File: src/design/sdc_pkg.sv
// Shared types and constants for the stereo downsample crusher.
`default_nettype none
package sdc_pkg;

    // Configuration port
    localparam int CFG_IDX_W  = 3;
    localparam int CFG_DATA_W = 17;
    localparam int FACTOR_W   = 5;
    localparam int AMOUNT_W   = 17;

    localparam logic [CFG_IDX_W-1:0] REG_FACTOR     = 3'd0;
    localparam logic [CFG_IDX_W-1:0] REG_NOISE_BIAS = 3'd1;
    localparam logic [CFG_IDX_W-1:0] REG_PRE_NOISE  = 3'd2;
    localparam logic [CFG_IDX_W-1:0] REG_POST_NOISE = 3'd3;
    localparam logic [CFG_IDX_W-1:0] REG_DISTORT    = 3'd4;
    localparam logic [CFG_IDX_W-1:0] REG_POST_CLIP  = 3'd5;

    localparam logic [FACTOR_W-1:0] FACTOR_RESET = 5'd1;
    localparam logic [AMOUNT_W-1:0] BIAS_RESET   = 17'd32768;
    localparam logic [AMOUNT_W-1:0] AMOUNT_ONE   = 17'd65536;

    // Random engine
    localparam logic [31:0] LCG_MUL  = 32'd24691;
    localparam logic [31:0] LCG_ADD  = 32'd1103515245;
    localparam logic [31:0] LCG_SEED = 32'd1;

    // Tanh ratio divider: quotient is at most 2^24, so 25 bits
    localparam int RATIO_W   = 25;
    localparam int DIV_CNT_W = 5;
    localparam logic [DIV_CNT_W-1:0] DIV_LAST = 5'd24;

    typedef enum logic [4:0] {
        OP_IDLE,
        OP_LOAD,
        OP_SQ,
        OP_SQ_WB,
        OP_DIV_INIT,
        OP_DIV_STEP,
        OP_TM,
        OP_TM_WB,
        OP_X1,
        OP_X1_WB,
        OP_X2,
        OP_X2_WB,
        OP_RND,
        OP_NM,
        OP_NM_WB,
        OP_NN,
        OP_NN_WB,
        OP_STORE,
        OP_PUSH
    } op_t;

    typedef struct packed {
        op_t  op;
        logic chan;   // 0 left, 1 right
        logic post;   // 0 pre-hold stage, 1 post-hold stage
    } cmd_t;

    typedef struct packed {
        logic out_free;
    } sts_t;

endpackage
`default_nettype wire

File: src/design/sdc_ctrl.sv
// Sequencer for the crusher: frame phase, stage order and divider count.
`default_nettype none
module sdc_ctrl #(
    parameter int MAX_DOWNSAMPLE = 16
) (
    input  wire logic                     aclk,
    input  wire logic                     aresetn,
    input  wire logic                     s_tvalid,
    output logic                          s_tready,
    input  wire logic [sdc_pkg::FACTOR_W-1:0] factor,
    input  wire sdc_pkg::sts_t            sts,
    output sdc_pkg::cmd_t                 cmd
);
    import sdc_pkg::*;

    localparam int PH_W  = (MAX_DOWNSAMPLE > 2) ? $clog2(MAX_DOWNSAMPLE) : 1;
    localparam int CMP_W = 10;
    localparam logic [CMP_W-1:0] MAX_C = CMP_W'(MAX_DOWNSAMPLE);

    typedef enum logic [4:0] {
        S_IDLE, S_LOAD, S_CSQ, S_CSQ_WB, S_DIV_INIT, S_DIV_STEP, S_TM, S_TM_WB,
        S_X1, S_X1_WB, S_X2, S_X2_WB, S_RND, S_NSQ, S_NSQ_WB, S_NM, S_NM_WB,
        S_NN, S_NN_WB, S_STORE, S_PUSH
    } state_t;

    state_t               state_reg, state_next;
    logic                 chan_reg, chan_next;
    logic                 post_reg, post_next;
    logic [PH_W-1:0]      phase_reg, phase_next;
    logic [DIV_CNT_W-1:0] cnt_reg, cnt_next;
    logic                 ready_reg;
    cmd_t                 cmd_reg, cmd_next;

    logic [CMP_W-1:0] fac_raw, fac_eff, ph_inc;

    always_comb begin
        fac_raw = CMP_W'(factor);
        if (fac_raw == '0) begin
            fac_eff = CMP_W'(1);
        end else if (fac_raw > MAX_C) begin
            fac_eff = MAX_C;
        end else begin
            fac_eff = fac_raw;
        end
        ph_inc = CMP_W'(phase_reg) + CMP_W'(1);
    end

    always_comb begin
        state_next = state_reg;
        chan_next  = chan_reg;
        post_next  = post_reg;
        phase_next = phase_reg;
        cnt_next   = cnt_reg;
        case (state_reg)
            S_IDLE: begin
                if (s_tvalid) begin
                    // skip the pre-hold stage on a hold frame
                    post_next  = (phase_reg != '0);
                    chan_next  = 1'b0;
                    phase_next = (ph_inc >= fac_eff) ? '0 : ph_inc[PH_W-1:0];
                    state_next = S_LOAD;
                end
            end
            S_LOAD:     state_next = S_CSQ;
            S_CSQ:      state_next = S_CSQ_WB;
            S_CSQ_WB:   state_next = S_DIV_INIT;
            S_DIV_INIT: begin
                cnt_next   = '0;
                state_next = S_DIV_STEP;
            end
            S_DIV_STEP: begin
                cnt_next = cnt_reg + DIV_CNT_W'(1);
                if (cnt_reg == DIV_LAST) begin
                    state_next = S_TM;
                end
            end
            S_TM:       state_next = S_TM_WB;
            S_TM_WB:    state_next = S_X1;
            S_X1:       state_next = S_X1_WB;
            S_X1_WB:    state_next = S_X2;
            S_X2:       state_next = S_X2_WB;
            S_X2_WB:    state_next = S_RND;
            S_RND:      state_next = S_NSQ;
            S_NSQ:      state_next = S_NSQ_WB;
            S_NSQ_WB:   state_next = S_NM;
            S_NM:       state_next = S_NM_WB;
            S_NM_WB:    state_next = S_NN;
            S_NN:       state_next = S_NN_WB;
            S_NN_WB:    state_next = S_STORE;
            S_STORE: begin
                if (!chan_reg) begin
                    chan_next  = 1'b1;
                    state_next = S_LOAD;
                end else if (!post_reg) begin
                    chan_next  = 1'b0;
                    post_next  = 1'b1;
                    state_next = S_LOAD;
                end else begin
                    state_next = S_PUSH;
                end
            end
            S_PUSH: begin
                if (sts.out_free) begin
                    state_next = S_IDLE;
                end
            end
            default: state_next = S_IDLE;
        endcase
    end

    always_comb begin
        cmd_next.chan = chan_next;
        cmd_next.post = post_next;
        case (state_next)
            S_IDLE:     cmd_next.op = OP_IDLE;
            S_LOAD:     cmd_next.op = OP_LOAD;
            S_CSQ:      cmd_next.op = OP_SQ;
            S_CSQ_WB:   cmd_next.op = OP_SQ_WB;
            S_DIV_INIT: cmd_next.op = OP_DIV_INIT;
            S_DIV_STEP: cmd_next.op = OP_DIV_STEP;
            S_TM:       cmd_next.op = OP_TM;
            S_TM_WB:    cmd_next.op = OP_TM_WB;
            S_X1:       cmd_next.op = OP_X1;
            S_X1_WB:    cmd_next.op = OP_X1_WB;
            S_X2:       cmd_next.op = OP_X2;
            S_X2_WB:    cmd_next.op = OP_X2_WB;
            S_RND:      cmd_next.op = OP_RND;
            S_NSQ:      cmd_next.op = OP_SQ;
            S_NSQ_WB:   cmd_next.op = OP_SQ_WB;
            S_NM:       cmd_next.op = OP_NM;
            S_NM_WB:    cmd_next.op = OP_NM_WB;
            S_NN:       cmd_next.op = OP_NN;
            S_NN_WB:    cmd_next.op = OP_NN_WB;
            S_STORE:    cmd_next.op = OP_STORE;
            S_PUSH:     cmd_next.op = OP_PUSH;
            default:    cmd_next.op = OP_IDLE;
        endcase
    end

    always_ff @(posedge aclk) begin
        if (!aresetn) begin
            state_reg   <= S_IDLE;
            chan_reg    <= 1'b0;
            post_reg    <= 1'b0;
            phase_reg   <= '0;
            cnt_reg     <= '0;
            ready_reg   <= 1'b1;
            cmd_reg.op  <= OP_IDLE;
            cmd_reg.chan <= 1'b0;
            cmd_reg.post <= 1'b0;
        end else begin
            state_reg <= state_next;
            chan_reg  <= chan_next;
            post_reg  <= post_next;
            phase_reg <= phase_next;
            cnt_reg   <= cnt_next;
            ready_reg <= (state_next == S_IDLE);
            cmd_reg   <= cmd_next;
        end
    end

    assign s_tready = ready_reg;
    assign cmd      = cmd_reg;

endmodule
`default_nettype wire

File: config.mk
export PLATFORM = sky130hd
export DESIGN_NAME = sdc_ctrl
export DESIGN_NICKNAME = d
export VERILOG_FILES = /design/src/design/sdc_pkg.sv /design/src/design/sdc_ctrl.sv
export SDC_FILE = /design/constraint.sdc
export NUM_CORES = 1
export LEC_CHECK = 0
export BUFFER_PORTS_ARGS = -buffer_cell sky130_fd_sc_hd__buf_2
export CORE_MARGIN = 1.5
export CORE_UTILIZATION = 40
export DETAILED_ROUTE_END_ITERATION = 7
export PLACE_DENSITY = 0.59
export SLEW_MARGIN = 15
export SYNTH_ARGS = -nofsm -noshare
export SYNTH_HDL_FRONTEND = slang
export SYNTH_SLANG_ARGS = --single-unit
File: constraint.sdc
create_clock -name aclk -period 4 [get_ports aclk]
set_input_delay 0.2 -clock aclk [delete_from_list [all_inputs] [get_ports aclk]]
set_output_delay 0.2 -clock aclk [all_outputs]
set_load 0.02 [all_outputs]
# ---- After elaboration in Yosys (flattened, before gate mapping)
# Memory sizes are Yosys's and may differ from the RTL's. A register that Yosys moved wholly into a read port is not among the register bits.
# Index checks and enable logic that the tools add are counted.
dict set report word_totals {
  mem_bits_ro 160
  inputBits 9
  mem_count 1
  out_inout_bits 8
  wordCells 61
  regBits 17
}
# name depth word_bits rd rd_clocked_by_memory_dff write_ports line
set memory_table {}
lappend memory_table {{(no name shown)} 32 5 1 1 0 sdc_ctrl.sv:114} ;# case (state_next)
dict set report op_classes {
  addsub 2
  n_reduce_logical 10
  mux 17
  eq_ne 23
  n_lt_le_gt_ge 2
}
# op count
set op_table {}
lappend op_table {{$pmux W5 S21} 1}
lappend op_table {{$eq A5 B4 Y1 const B} 8}
lappend op_table {{$mux W5} 7}
lappend op_table {{$eq A5 B5 Y1 const B} 6}
lappend op_table {{$eq A5 B3 Y1 const B} 4}
lappend op_table {{$logic_not A5 Y1} 3}
lappend op_table {{$eq A5 B2 Y1 const B} 2}
lappend op_table {{$ge A5 B10 Y1} 1}
lappend op_table {{$pmux W5 S2} 1}
lappend op_table {{$add A4 B1 Y5 const B} 1}
lappend op_table {{$add A5 B1 Y5 const B} 1}
lappend op_table {{$eq A5 B1 Y1 const B} 1}
lappend op_table {{$gt A5 B5 Y1 const B} 1}
lappend op_table {{$mux W1} 5}
lappend op_table {{$mux W4} 1}
lappend op_table {{$ne A2 B2 Y1 const B} 2}
lappend op_table {{$pmux W1 S2} 2}
lappend op_table {{$reduce_and A2 Y1} 2}
lappend op_table {{$reduce_bool A2 Y1} 2}
lappend op_table {{$reduce_bool A4 Y1} 1}
lappend op_table {{$reduce_and A3 Y1} 1}
lappend op_table {{$logic_not A1 Y1} 1}

# ---- Longest topological paths before layout
# Gate-level depths: netlist of run 1.
dict set report depth {
  ltp_word 5
  ltp_mapped 12
  mapped_depth_nobuf 12
}

# ---- Least setup slack after synthesis of run 1
# OpenSTA, ideal clock, no wires.
dict set report synth_timing {
  kind {flip-flop to flip-flop}
  startpoint {reg state_reg[1]}
  endpoint {reg, netlist name cmd[3]}
  arrival_time_ns 1.975
  setup_slack_ns 1.943
  required_ns 3.917
  n_path_buf 1
  path_stages_with_launch 11
  setup_time_ns 0.083
  cell_sequence {dfxtp_1 buf_2 or3_1 a21oi_1 o32a_1 ha_1 a21oi_1 o21ai_0 o41ai_1 a21o_1 o221ai_1}
}
dict set report synth_via {
  elab_chain_cells 2
  elab_cells_between_ends 25
  cone_classes {20 x eq/ne; 4 x mux; 1 x reduce/logical}
}
# element line
set synth_lines {}
lappend synth_lines {{start: declaration} sdc_ctrl.sv:26} ;# state_t state_reg, state_next;
lappend synth_lines {{start signal: assignment} sdc_ctrl.sv:152} ;# state_reg <= state_next;
lappend synth_lines {{$eq A5 B5 Y1, or another cell as far along} sdc_ctrl.sv:54} ;# case (state_reg)
lappend synth_lines {{$pmux W5 S21 (*)} sdc_ctrl.sv:54}
# Every way passes the cells marked *; elsewhere a longest branch is shown, timed or not.
# A chain may end at the register's enable or synchronous reset.

# ---- Final worst setup path of run 1
dict set report layout_timing {
  startpoint {reg state_reg[0]}
  endpoint {reg, netlist name cmd[3]}
}
dict set report layout_via {
  elab_chain_cells 2
  elab_cells_between_ends 25
  cone_classes {20 x eq/ne; 4 x mux; 1 x reduce/logical}
}
# element line
set layout_lines {}
lappend layout_lines {{$eq A5 B5 Y1, or another cell as far along} sdc_ctrl.sv:54}
lappend layout_lines {{$pmux W5 S21 (*)} sdc_ctrl.sv:54}
# Marks and branches as above.

==> impl_metrics.json, run 1 <==
{
  "outcome": "finished, final reports clean",
  "cts_resized": 0,
  "required_ns": 4.23,
  "syn_area_per_cell_sq_um": 7.75,
  "cts_tree": "yes",
  "drt_iter0_markers": 44,
  "core_sq_um": 3420,
  "yosys_warnings": 0,
  "fin_nets": 218,
  "p_switching_mw": 0.158,
  "fmax_ghz": 0.426,
  "post_cts_buffers": 0,
  "p_sw_frac": 0.295,
  "io_buffers": 16,
  "pwr-share-clk": 0.321,
  "p_leak_nw": 0.657,
  "period_needed_ns": 2.35,
  "yosysTopAreaCell": "dfxtp_1",
  "start_kind": "flip-flop",
  "worstPathMaxFanout": 17,
  "internal_power_mw": 0.379,
  "combPwrFrac": 0.216,
  "reg2reg_depth": 9,
  "start_util": 0.424,
  "clk_latency_ns": 0.32,
  "syn_area_sq_um": 1450,
  "fin_skew_ns": 0.0234,
  "fp.dieH_um": 63.2,
  "cts-root-buf": "clkbuf_4",
  "p_total_mw": 0.537,
  "seqPwrFrac": 0.463,
  "r2r-start": "state_reg[0]$_SDFF_PN0_",
  "path_cells": "inv_1 -> a21oi_1 -> o32a_1 -> ha_1 -> a21oi_1 -> o21ai_0 -> o41ai_1 -> a21o_1 -> o221ai_1",
  "rrSetupSlack_ns": 1.65,
  "numCtsBuffers": 3,
  "setup-violations-final": 0,
  "cts_buffer_depth": 2,
  "clk_pin_slew_worst_paths_ns": 0.14,
  "fin_setup_tns_ns": 0,
  "drv_cap": 0,
  "hp-start": "aresetn",
  "drc": 0,
  "rows": 21,
  "wl_per_cell_um": 12.9,
  "tightest_slew_ns": 0.525,
  "drt-vias-per-instance": 5.37,
  "synth_cells": 187,
  "ir_drop_mv": 0.318,
  "path_class": "flip-flop to flip-flop",
  "synthTopCellsByArea": "dfxtp_1 (30%), ha_1 (8.6%), a21oi_1 (6.9%)",
  "period_share": 0.587,
  "cp.arrival_ns": 2.58,
  "worst_hold_path_type": "input pin to flip-flop",
  "synthArstFlopShare": 0,
  "drv_slew": 0,
  "grt_pass1_vias": 1236,
  "pin_count": 17,
  "place_hpwl_um": 2380,
  "final_layout_size_suffix_gt1_frac": 0.146,
  "synth_edf_count": 0,
  "max_stage_delay_ns": 0.68,
  "p_per_area_nw_per_um2": 339,
  "grt_max_degree": 18,
  "hold_end": "s_tready$_SDFF_PN1_",
  "cpMostUsedCell": "a21oi_1",
  "dieArea_sq_um": 3990,
  "crit_path_end_kind": "flip-flop",
  "largest_reg_flops": 7,
  "grt_overflow": 0,
  "postRouteAntennaNets": 0,
  "critical_path_buf_inv_count": 1,
  "dr_total_vias": 1311,
  "critical_path.top_delay_family": "compound AO/OA/AOI/OAI gates",
  "ctsHtreeMaxLevel": 1,
  "hold_viol_final": 0,
  "grt_antenna_before_repair": 0,
  "die_width_um": 63.2,
  "grt_util_all_layers": 0.175,
  "syn-num-nets": 206,
  "postCtsHoldBufs": 0,
  "timing.rr.end": "cmd[3]$_SDFF_PN0_",
  "synth_ff_type": "dfxtp_1",
  "fin_worst_hold_slack_ns": 0.126,
  "drt-total-wl_um": 3140,
  "clkSinkCount": 22,
  "drt_first_pass_iters": 4,
  "areaGrowthSynthToFinish_pct": 9.41,
  "place.gp.congestion": 0.889,
  "setup_ws_ns": 1.65,
  "min_path_cells": 2,
  "ys_ff_latch": 22,
  "crit_slowest_cell": "dfxtp_1",
  "grt_pass1_wl_um": 5590,
  "rsz0062_at_grt": "no",
  "diodes": 0,
  "synth_top_area_frac": 0.304,
  "yosysUniqueCellTypes": 46,
  "max_slew_margin": 0.650,
  "pre_cts_slack_ns": 1.75,
  "ys_seq_area_frac": 0.304
}
-- cells by family after synthesis --
logic type / count (synthesis) / synth area share
and+or+nand+nor: 80 / 0.309
AOI/OAI and AO/OA: 47 / 0.200
buffers and inverters: 24 / 0.0760
DFF: 22 / 0.304
adders and majority gates: 10 / 0.0864
xor gates and xnor gates: 4 / 0.0242
-- per-layer routing --
layer,wire length [um],global-route usage,vias to the layer above
li1,-,-,681
met1,1440,0.226,594
met2,1520,0.297,32
met3,132,0.0339,4
met4,49,0.0516,0
met5,0,0,-
-- power by group through the flow --
stage          clock (mW)  combinational [mW]  sequential, mW
6_report            0.173               0.116           0.248
5_1_grt             0.187               0.132           0.251
4_1_cts             0.179               0.116           0.248
3_5_place_dp            0               0.116           0.253
3_3_place_gp            0               0.113           0.252
2_1_floorplan           0              0.0920           0.248
-- cells in the mapped netlist, types with 2 or more instances --
cell      number
dfxtp_1       22
a21oi_1       20
nand2_1       19
inv_1         15
nor2_1        15
nand3_1       13
o21ai_0       11
ha_1          10
buf_2          4
nor3_1         4
and2_1         3
nor2b_1        3
o221ai_1       3
or2_2          3
or3_1          3
a21o_1         2
a31oi_1        2
buf_4          2
clkbuf_1       2
nand2b_1       2
nand4b_1       2
xnor2_1        2
xor2_1         2
-- placed cells by master, fill, tap and decap left out, types with 2 or more instances in the layout --
cell type	instances
a21o_1	2
a21oi_1	20
a31oi_1	2
and2_1	3
buf_2	16
clkbuf_4	3
dfxtp_1	22
ha_1	10
inv_1	15
nand2_1	19
nand2b_1	2
nand3_1	13
nand4b_1	2
nor2_1	15
nor2b_1	3
nor3_1	4
o21ai_0	11
o221ai_1	3
or2_2	3
or3_1	3
xnor2_1	2
xor2_1	2
-- layout make-up --
cell class	instances	area, sq um
well taps	46	57.6
multi-input cells	141	898
clock buffers	3	22.5
repair buffers	16	80.1
fillers	352	1830
flip-flops and latches	22	440
inverters	15	56.3
clock inverters	1	30.0
-- per-stage QoR --
stage / instance area (sq um) / utilization / std cells
2_1_floorplan: 1450 / - / 187
3_3_place_gp: 1530 / 0.449 / 240
3_5_place_dp: 1530 / 0.449 / 240
4_1_cts: 1590 / 0.464 / 244
5_1_grt: 1590 / 0.464 / 244
6_report: 1590 / 0.464 / 244
-- worst max path at each step --
stage / from / to / slack, ns / cells after the start
after floorplan: state_reg[1]$_SDFF_PN0_ / cmd[3]$_SDFF_PN0_ / 1.94 / 10
after global placement: state_reg[1]$_SDFF_PN0_ / cmd[3]$_SDFF_PN0_ / 1.80 / 9
after detailed placement: state_reg[1]$_SDFF_PN0_ / cmd[3]$_SDFF_PN0_ / 1.75 / 7
after CTS: cnt_reg[0]$_SDFFE_PN0P_ / cmd[3]$_SDFF_PN0_ / 1.69 / 12
after global routing: state_reg[0]$_SDFF_PN0_ / cmd[3]$_SDFF_PN0_ / 1.40 / 9
final: state_reg[0]$_SDFF_PN0_ / cmd[3]$_SDFF_PN0_ / 1.65 / 9
Note: power is estimated with default switching activity, not from simulation.
==> run 2, diff against run 1 <==
--- a/config.mk
+++ b/config.mk
@@ -5,6 +5,7 @@
 export SDC_FILE = /design/constraint.sdc
 export NUM_CORES = 1
 export LEC_CHECK = 0
+export ABC_AREA = 1
 export BUFFER_PORTS_ARGS = -buffer_cell sky130_fd_sc_hd__buf_2
 export CORE_MARGIN = 1.5
 export CORE_UTILIZATION = 40
==> constraint.sdc (replaced) <==
create_clock -name aclk -period 2.4 [get_ports aclk]
set_input_delay 0.12 -clock aclk [delete_from_list [all_inputs] [get_ports aclk]]
set_output_delay 0.12 -clock aclk [all_outputs]
set_load 0.02 [all_outputs]
==> impl_metrics.json, run 2 <==
{
  "largest_reg_flops": 7,
  "multi_input_area_sq_um": 816,
  "p_per_area_nw_per_um2": 725,
  "grt_overflow": 0,
  "synthArstFlopShare": 0,
  "worst_hold_path_type": "input pin to flip-flop",
  "dr_total_vias": 1332,
  "synth_top_area_frac": 0.316,
  "max_slew_margin": 0.668,
  "period_needed_ns": 2.04,
  "timing.rr.end": "phase_reg[3]$_SDFFE_PN0P_",
  "rrSetupSlack_ns": 0.36,
  "syn_area_per_cell_sq_um": 6.81,
  "die_width_um": 62.1,
  "fmax_ghz": 0.490,
  "yosys_warnings": 0,
  "fin_nets": 243,
  "period_share": 0.851,
  "grt_max_degree": 16,
  "cts_tree": "yes",
  "clkSinkCount": 22,
  "areaGrowthSynthToFinish_pct": 11.7,
  "post_cts_buffers": 0,
  "ys_ff_latch": 22,
  "synth.most_common_cell": "nand2_1",
  "wl_per_cell_um": 10.6,
  "fillCellCount": 368,
  "hold_viol_final": 0,
  "synth_cells": 205,
  "ctsHtreeMaxLevel": 1,
  "final_layout_size_suffix_gt1_frac": 0.179,
  "drv_slew": 0,
  "layout_commonest_cell": "nand2_1",
  "outcome": "finished, final reports clean",
  "fin_setup_tns_ns": 0,
  "clk_latency_ns": 0.31,
  "start_kind": "flip-flop",
  "regArea_sq_um": 440,
  "drt_iter0_markers": 65,
  "grt_antenna_before_repair": 0,
  "cts_buffer_depth": 2,
  "syn_area_sq_um": 1400,
  "syn-num-nets": 224,
  "synthTopCellsByCount": "nand2_1 (47), inv_1 (28), dfxtp_1 (22)",
  "reg2reg_depth": 8,
  "place_area_sq_um": 1520,
  "core_sq_um": 3340,
  "drt-total-wl_um": 2850,
  "synthTopCellsByArea": "dfxtp_1 (32%), nand2_1 (13%), ha_1 (9.0%)",
  "grt_util_all_layers": 0.185,
  "grt_pass1_vias": 1234,
  "ys_seq_area_frac": 0.316,
  "p_total_mw": 1.13,
  "synth_ff_type": "dfxtp_1",
  "pin_count": 17,
  "place_hpwl_um": 2240,
  "mostFrequentLayoutCells": "nand2_1 (47), inv_1 (28), dfxtp_1 (22), nor2_1 (19), buf_2 (16)",
  "start_util": 0.418,
  "worstPathMaxFanout": 4,
  "cp.arrival_ns": 2.29,
  "setup-violations-final": 0,
  "stdcell_area_sq_um": 1560,
  "rsz0062_at_grt": "no",
  "io_buffers": 16,
  "drv_cap": 0,
  "rows": 21,
  "grt_pass1_wl_um": 5240,
  "postRouteAntennaNets": 0,
  "cts-root-buf": "clkbuf_4",
  "fp.dieH_um": 62.1,
  "min_path_cells": 2,
  "numCtsBuffers": 3,
  "ir_drop_mv": 0.260,
  "p_leak_nw": 0.746,
  "dieArea_sq_um": 3850,
  "drt-vias-per-instance": 4.95,
  "drt_first_pass_iters": 5,
  "hp-start": "aresetn",
  "place.gp.congestion": 0.860,
  "yosysTopAreaCell": "dfxtp_1",
  "required_ns": 2.65,
  "hold_end": "s_tready$_SDFF_PN1_",
  "fin_skew_ns": 0.00624,
  "drc": 0,
  "crit_path_end_kind": "flip-flop",
  "cts_resized": 0,
  "tightest_slew_ns": 0.498,
  "postCtsHoldBufs": 0,
  "path_class": "flip-flop to flip-flop",
  "r2r-start": "phase_reg[0]$_SDFFE_PN0P_",
  "clk_pin_slew_worst_paths_ns": 0.13,
  "synth_edf_count": 0,
  "yosysUniqueCellTypes": 28,
  "diodes": 0
}
[run 2: logic make-up (layout without fill, tap and decap cells)]
kind of cell    count (synthesis)  in the layout  synth area share
compound gates                 34             34             0.142
xor+xnor                        3              3            0.0188
fa+ha+maj                      10             10            0.0897
buf+inv                        35             53            0.0995
flops                          22             22             0.316
simple gates                  101            101             0.335
[run 2: layout make-up]
| class | instances | share of cell area |
|---|---|---|
| Clock buffer | 4 | 0.0233 |
| Tap cell | 46 | 0.0369 |
| Inverter | 32 | 0.0771 |
| Multi-Input combinational cell | 148 | 0.524 |
| Timing Repair Buffer | 17 | 0.0562 |
| Sequential cell | 22 | 0.283 |
[run 2: layer usage]
layer,global-route usage,vias to the layer above,share of wire
met5,0,-,0
met4,0.0729,0,0.016
met3,0.0373,4,0.034
met2,0.307,26,0.47
met1,0.234,599,0.48
li1,-,703,-
[run 2: stage by stage]
stage               setup WS, ns  hold WS [ns]   util  std cells
floorplan                  0.487         0.191      -        205
global route              0.0590        0.0410  0.467        269
detailed placement         0.218         0.386  0.456        265
global placement           0.218         0.387  0.456        265
CTS                        0.342        0.0520  0.467        269
finish                     0.358        0.0477  0.467        269
[run 2: power by group]
group,leakage [nW],internal [mW],switching (mW)
Sequential,0.179,0.414,0.0353
Clock,0.0210,0.0927,0.120
Combinational,0.546,0.165,0.302
Total,0.746,0.672,0.458
[run 2: how the worst max path moves through the flow]
stage / from / end / slack [ns] / cells after the start
finish: phase_reg[0]$_SDFFE_PN0P_ / phase_reg[3]$_SDFFE_PN0P_ / 0.36 / 8
global route: phase_reg[0]$_SDFFE_PN0P_ / phase_reg[2]$_SDFFE_PN0P_ / 0.06 / 8
CTS: phase_reg[2]$_SDFFE_PN0P_ / phase_reg[2]$_SDFFE_PN0P_ / 0.34 / 8
detailed placement: factor[0] / phase_reg[2]$_SDFFE_PN0P_ / 0.22 / 10
global placement: factor[0] / phase_reg[3]$_SDFFE_PN0P_ / 0.22 / 10
floorplan: factor[0] / phase_reg[1]$_SDFFE_PN0P_ / 0.49 / 9
[run 2: critical path: stages (launching register included)]
cell and delay [ns]:
dfxtp_1 0.41, inv_1 0.09, ha_1 0.32, ha_1 0.32, inv_1 0.05, o21ai_0 0.08, a311oi_1 0.42, nand4_1 0.14
a21oi_1 0.14
